**src/crcq_pkg.sv**
```systemverilog
// Package for the CAN receive class queues block.
// Holds field widths, action codes, register indexes and controller/datapath structs.
// Has no dependencies; every other file but crcq_ram uses it.
`default_nettype none
package crcq_pkg;

  localparam int ID_W   = 29;
  localparam int STD_W  = 11;
  localparam int DLC_W  = 4;
  localparam int DATA_W = 64;
  localparam int HDR_W  = ID_W + 1 + DLC_W;

  localparam logic [1:0] ACT_RECEIVE  = 2'd0;
  localparam logic [1:0] ACT_POP_EXT  = 2'd1;
  localparam logic [1:0] ACT_POP_DIAG = 2'd2;

  localparam logic CFG_DIAG_PHYS = 1'b0;
  localparam logic CFG_DIAG_FUNC = 1'b1;

  localparam logic [STD_W-1:0] DIAG_PHYS_RST = 11'h7E0;
  localparam logic [STD_W-1:0] DIAG_FUNC_RST = 11'h7DF;

  typedef struct packed {
    logic accept;
    logic load_direct;
    logic load_mem;
  } crcq_cmd_t;

  typedef struct packed {
    logic pop_hit;
  } crcq_sts_t;

endpackage
`default_nettype wire

```
**src/crcq_ctrl.sv**
```systemverilog
// Controller state machine: input and result handshakes, memory-read sequencing.
// Depends on crcq_pkg for the command and status structs.
`default_nettype none
module crcq_ctrl (
  input  wire logic                clk,
  input  wire logic                rst_n,
  input  wire logic                in_valid,
  output logic                     in_ready,
  output logic                     out_valid,
  input  wire logic                out_ready,
  input  wire crcq_pkg::crcq_sts_t sts,
  output crcq_pkg::crcq_cmd_t      cmd
);
  import crcq_pkg::*;

  typedef enum logic {ST_IDLE, ST_READ} state_t;

  state_t state_r;
  logic   out_valid_r;
  logic   out_free;

  assign out_free        = !out_valid_r || out_ready;
  assign in_ready        = (state_r == ST_IDLE) && out_free;
  assign cmd.accept      = in_ready && in_valid;
  assign cmd.load_direct = cmd.accept && !sts.pop_hit;
  assign cmd.load_mem    = (state_r == ST_READ);
  assign out_valid       = out_valid_r;

  always_ff @(posedge clk) begin
    if (!rst_n) begin
      state_r     <= ST_IDLE;
      out_valid_r <= 1'b0;
    end else begin
      unique case (state_r)
        ST_IDLE: begin
          if (cmd.accept && sts.pop_hit) begin
            state_r     <= ST_READ;
            out_valid_r <= 1'b0;
          end else if (cmd.accept) begin
            out_valid_r <= 1'b1;
          end else if (out_ready) begin
            out_valid_r <= 1'b0;
          end
        end
        ST_READ: begin
          state_r     <= ST_IDLE;
          out_valid_r <= 1'b1;
        end
        default: begin
          state_r <= ST_IDLE;
        end
      endcase
    end
  end

`ifndef SYNTH
  a_read_slot_free: assert property (@(posedge clk) disable iff (!rst_n)
    (state_r == ST_READ) |-> !out_valid_r)
    else $error("Result register occupied during memory read.");

  a_pop_goes_read: assert property (@(posedge clk) disable iff (!rst_n)
    (cmd.accept && sts.pop_hit) |=> (state_r == ST_READ))
    else $error("Successful pop did not enter the read state.");
`endif

endmodule
`default_nettype wire

```
**config.mk**
```make
export PLATFORM = sky130hd
export DESIGN_NAME = crcq_ctrl
export DESIGN_NICKNAME = d
export VERILOG_FILES = /design/src/crcq_pkg.sv /design/src/crcq_ctrl.sv
export SDC_FILE = /design/constraint.sdc
export NUM_CORES = 1
export LEC_CHECK = 0
export BUFFER_PORTS_ARGS = -buffer_cell sky130_fd_sc_hd__buf_2
export CAP_MARGIN = 20
export CORE_AREA = 8 8 45 47
export CTS_CLUSTER_DIAMETER = 120
export DETAILED_ROUTE_END_ITERATION = 8
export DIE_AREA = 0 0 53 55
export PLACE_DENSITY = 0.3
export SKIP_CTS_REPAIR_TIMING = 1
export SYNTH_ARGS = -nofsm -noshare
export SYNTH_HDL_FRONTEND = slang
export SYNTH_SLANG_ARGS = --single-unit
```
**constraint.sdc**
```tcl
create_clock -name clk -period 2.25 [get_ports clk]
set_input_delay 0.45 -clock clk [delete_from_list [all_inputs] [get_ports clk]]
set_output_delay 0.45 -clock clk [all_outputs]
set_load 0.02 [all_outputs]
```
==> results_dict.tcl, run 1 <==
set metrics [dict create \
    wl_per_cell_um 9.51 \
    area_delta_synth_final_pct 70.3 \
    r2r_end "out_valid" \
    hold_path.class "in -> reg" \
    drc_errors 0 \
    core_mm2 0.00138 \
    initial_core_util_pct 8.23 \
    fin_area_um2 194 \
    grt_pass1_wl_um 558 \
    max_cap_violations 0 \
    drive_above_1_share_pct 65.2 \
    drv_slew 0 \
    fin_ws_ps 780 \
    grt_max_degree 6 \
    rsz0062_at_grt "false" \
    boundaryPins 10 \
    syn-cell-area_um2 114 \
    crit_path_max_fanout 4 \
    vias 115 \
    antenna_found_initial 0 \
    clk_latency_ps 230 \
    numCtsBuffers 3 \
    multi_input_area_um2 66.3 \
    synth_cell_types 9 \
    placed_area_um2 171 \
    setup_tns_ps 0 \
    cts.sinks 2 \
    route.antenna.remaining_nets 0 \
    powerDensity_mw_per_mm2 767 \
    cp-end-kind "output port" \
    die_width_um 53 \
    path_class "reg -> out" \
    total_power_mw 0.149 \
    dp_slack_ps 852 \
    grt.total_usage_pct 2.95 \
    ys_seq_area_share_pct 35.2 \
    hpwl_um 311 \
    dieArea_mm2 0.00292 \
    outcome "finished, final reports clean" \
    syn_avg_cell_area_um2 9.49 \
    portBuffers 9 \
    critPathLaunch "state_r" \
    critPathRequiredTime_ps 1800 \
    htreeDepth 1 \
    reg2reg_setup_slack_ps 1440 \
    seqCellArea_um2 40.0 \
    fin_skew_ps 3.25 \
    ys_seq_elements 2 \
    clockBufferDepth 2 \
    slew-limit-headroom_pct 90.5 \
    cts-root-buf "clkbuf_4" \
    globalRouteOverflowTotal 0 \
    ff2ff_path_depth 2 \
    layout.nets 30 \
    fin_crit_sh_pct 65.4 \
    fmax_ghz 0.680 \
    num_rows 14 \
    drt-vias-per-instance 2.95 \
    p_leak_nw 0.0915 \
    n_antenna_cell 0 \
    grt_pass1_vias 137 \
    drt_first_pass_iters 2 \
    drt_iter0_drc 2 \
    cp-start-kind "flip-flop" \
    syn-instance-count 12 \
    fill_cells 158 \
    place.gp.congestion 0.639 \
    setup_violations 0 \
    synth_fp_nets 17 \
    tritoncts "yes" \
    reg2reg_from "out_valid" \
    tightest_slew_ps 142 \
    path_clk_slew_ps 30 \
    die_height_um 55 \
    ir_drop_uv 263 \
    wirelength_um 371 \
    cp_data_arrival_time_ps 1020 \
    crit_end "cmd[1]" \
    synth_warnings 0 \
    hold_viol 0 \
    period_needed_ps 1470 \
]
cells in the mapped netlist:
library cell  count  area, um2
nand2_1           1       3.75
nor2b_2           1       8.76
nor3_1            2       10.0
nor2_1            2       7.51
buf_4             1       7.51
nand2b_4          1       13.8
nor2b_4           1       13.8
dfxtp_1           2       40.0
o31a_1            1       8.76
state kept, by name, indices dropped and copies added, names as in the netlist:
signal and flops:
out_valid 1, state_r 1
per-stage QoR:
| step | hold slack, ps | instances | util, % |
|---|---|---|---|
| after floorplan | 498 | 12 | - |
| after global placement | 534 | 36 | 12.4 |
| after detailed placement | 535 | 36 | 12.4 |
| after CTS | 451 | 39 | 14.0 |
| after global routing | 467 | 39 | 14.0 |
| final | 455 | 39 | 14.0 |
routing by layer:
metal | up-vias | GRT usage (%) | routed length (um)
li1 | 63 | - | -
met1 | 41 | 3.03 | 180
met2 | 11 | 1.95 | 67
met3 | 0 | 6.42 | 123
met4 | 0 | 0 | 0
met5 | - | 0 | 0
power by group:
group	switching, mW	total, mW	internal (mW)	leakage, nW
clock network	0.0215	0.0804	0.0590	0.0138
registers	0.00148	0.0393	0.0378	0.0165
logic	0.0167	0.0290	0.0124	0.0612
cell usage in the layout (no fill, tap or decap), drive strengths merged:
cell type / instances
dfxtp: 2
buf: 9
nand2b: 1
nand2: 1
nor2b: 2
o31a: 1
clkbuf: 3
nor3: 2
nor2: 2
critical path, stage by stage (launching register included):
cell and delay, ps:
dfxtp_1 330, nand2b_4 160, nor3_1 120, buf_2 190
area by class of cell:
type,instances,share of cell area [%]
multi-input combinational,9,34.2
timing repair buffer,9,23.2
sequential,2,20.6
clock buffer,3,11.6
tap,16,10.3
logic make-up (layout without fill, tap and decap cells):
| logic type | Yosys count | in the layout | synth area share (%) |
|---|---|---|---|
| compound gates | 1 | 1 | 7.69 |
| simple gates | 8 | 8 | 50.5 |
| buf+inv | 1 | 12 | 6.60 |
| flops | 2 | 2 | 35.2 |
worst min path at each step:
stage,end,from,slack (ps),cells past startpoint
2_1_floorplan,out_valid,state_r,500,1
3_3_place_gp,out_valid,state_r,530,1
3_5_place_dp,out_valid,state_r,540,1
4_1_cts,out_valid,rst_n,450,2
5_1_grt,out_valid,rst_n,470,2
6_report,out_valid,rst_n,460,2
Note: power is estimated with default switching activity, not from simulation.
==> run 2, diff against run 1 <==
==> constraint.sdc (replaced) <==
create_clock -name clk -period 1.5 [get_ports clk]
set_input_delay 0.3 -clock clk [delete_from_list [all_inputs] [get_ports clk]]
set_output_delay 0.3 -clock clk [all_outputs]
set_load 0.02 [all_outputs]
==> run 2 against run 1 <==
Non-clock buffer count unchanged. Via count grew 4.3%. Global-route usage increased by 0.71 points. Sequential power grew 50%. Worst setup slack worse by 600 ps. Power grew 49%. Count of clock-buffer cells in the layout unchanged. Critical path depth stayed put. Cell count did not move. Combinational power rose by 51%. Clock skew down 2.2 ps.
==> results_dict.tcl, run 2 (same netlist as run 1, synthesis figures left out) <==
set metrics [dict create \
    ir_drop_uv 259 \
    setup_tns_ps 0 \
    ff2ff_path_depth 2 \
    hold_path.class "in -> reg" \
    max_cap_violations 0 \
    hold_viol 0 \
    reg2reg_setup_slack_ps 690 \
    grt_pass1_wl_um 655 \
    n_antenna_cell 0 \
    wirelength_um 388 \
    min_to "out_valid" \
    route.antenna.remaining_nets 0 \
    place.gp.congestion 0.646 \
    crit_path_max_fanout 4 \
    die_height_um 55 \
    slew-limit-headroom_pct 89.8 \
    fin_skew_ps 1.04 \
    dieArea_mm2 0.00292 \
    boundaryPins 10 \
    reg2reg_from "out_valid" \
    setup_violations 0 \
    cp-end-kind "output port" \
    initial_core_util_pct 8.23 \
    powerDensity_mw_per_mm2 1140 \
    cp_data_arrival_time_ps 1020 \
    grt_max_degree 6 \
    die_width_um 53 \
    drive_above_1_share_pct 65.2 \
    critPathRequiredTime_ps 1200 \
    rsz0062_at_grt "false" \
    drt-vias-per-instance 3.08 \
    period_needed_ps 1320 \
    layout.nets 30 \
    hold_start "rst_n" \
    fin_crit_sh_pct 88.3 \
    num_rows 14 \
    drv_slew 0 \
    globalRouteOverflowTotal 0 \
    wl_per_cell_um 9.95 \
    layout_common_cells "buf_2, clkbuf_4, nor2_1, nor3_1, dfxtp_1" \
    cts-root-buf "clkbuf_4" \
    path_class "reg -> out" \
    tightest_slew_ps 152 \
    htreeDepth 1 \
    path_clk_slew_ps 30 \
    cp-start-kind "flip-flop" \
    tritoncts "yes" \
    grt.total_usage_pct 3.66 \
    final_common_cell "buf_2" \
    antenna_found_initial 0 \
    final_cells 39 \
    fill_cells 162 \
    p_leak_nw 0.0915 \
    drt_first_pass_iters 2 \
    clk_latency_ps 220 \
    grt_pass1_vias 145 \
    portBuffers 9 \
    r2r_end "out_valid" \
    final_core_util_pct 14.0 \
    fmax_ghz 0.755 \
    area_delta_synth_final_pct 70.3 \
    drt_iter0_drc 1 \
    outcome "finished, final reports clean" \
    whs_path_depth 2 \
    numCtsBuffers 3 \
    core_mm2 0.00138 \
    placed_cells 36 \
    clockBufferDepth 2 \
    multi_input_area_um2 66.3 \
    drc_errors 0 \
    vias 120 \
    cts.sinks 2 \
    seqCellArea_um2 40.0 \
]
==> run 2: area by class of cell <==
type	instances	area share, %
clock buffers	3	11.6
well taps	16	10.3
repair buffers	9	23.2
multi-input cells	9	34.2
flip-flops and latches	2	20.6
==> run 2: stage by stage <==
stage	worst slack (ps)	cell area [um2]	total power, mW	hold slack [ps]
after floorplan	192	114	0.0862	418
after detailed placement	402	171	0.104	536
final	176	194	0.222	303
after CTS	159	194	0.232	295
after global routing	101	194	0.249	299
after global placement	397	171	0.104	529
==> run 2: worst max-delay path: stages (launching register included) <==
cell and delay, ps:
dfxtp_1 330, nand2b_4 160, nor3_1 120, buf_2 190
==> run 2: power breakdown <==
part / switching [mW] / internal, mW / total (mW)
Combinational: 0.0252 / 0.0186 / 0.0438
Clock: 0.0308 / 0.0882 / 0.119
Sequential: 0.00226 / 0.0568 / 0.0590
==> run 2: worst max path at each step <==
stage / startpoint / slack (ps) / depth (start not counted) / endpoint
2_1_floorplan: out_valid / 190 / 2 / cmd[1]
3_3_place_gp: out_ready / 400 / 4 / cmd[1]
3_5_place_dp: out_ready / 400 / 4 / cmd[1]
4_1_cts: state_r / 160 / 3 / cmd[1]
5_1_grt: state_r / 100 / 3 / cmd[1]
6_report: state_r / 180 / 3 / cmd[1]
==> run 2: routing by layer <==
layer | vias to the layer above | global-route usage, % | share of wire [%]
li1 | 62 | - | -
met1 | 49 | 3.63 | 50
met2 | 9 | 2.54 | 24
met3 | 0 | 5.61 | 26
met4 | 0 | 3.88 | 0
met5 | - | 0 | 0
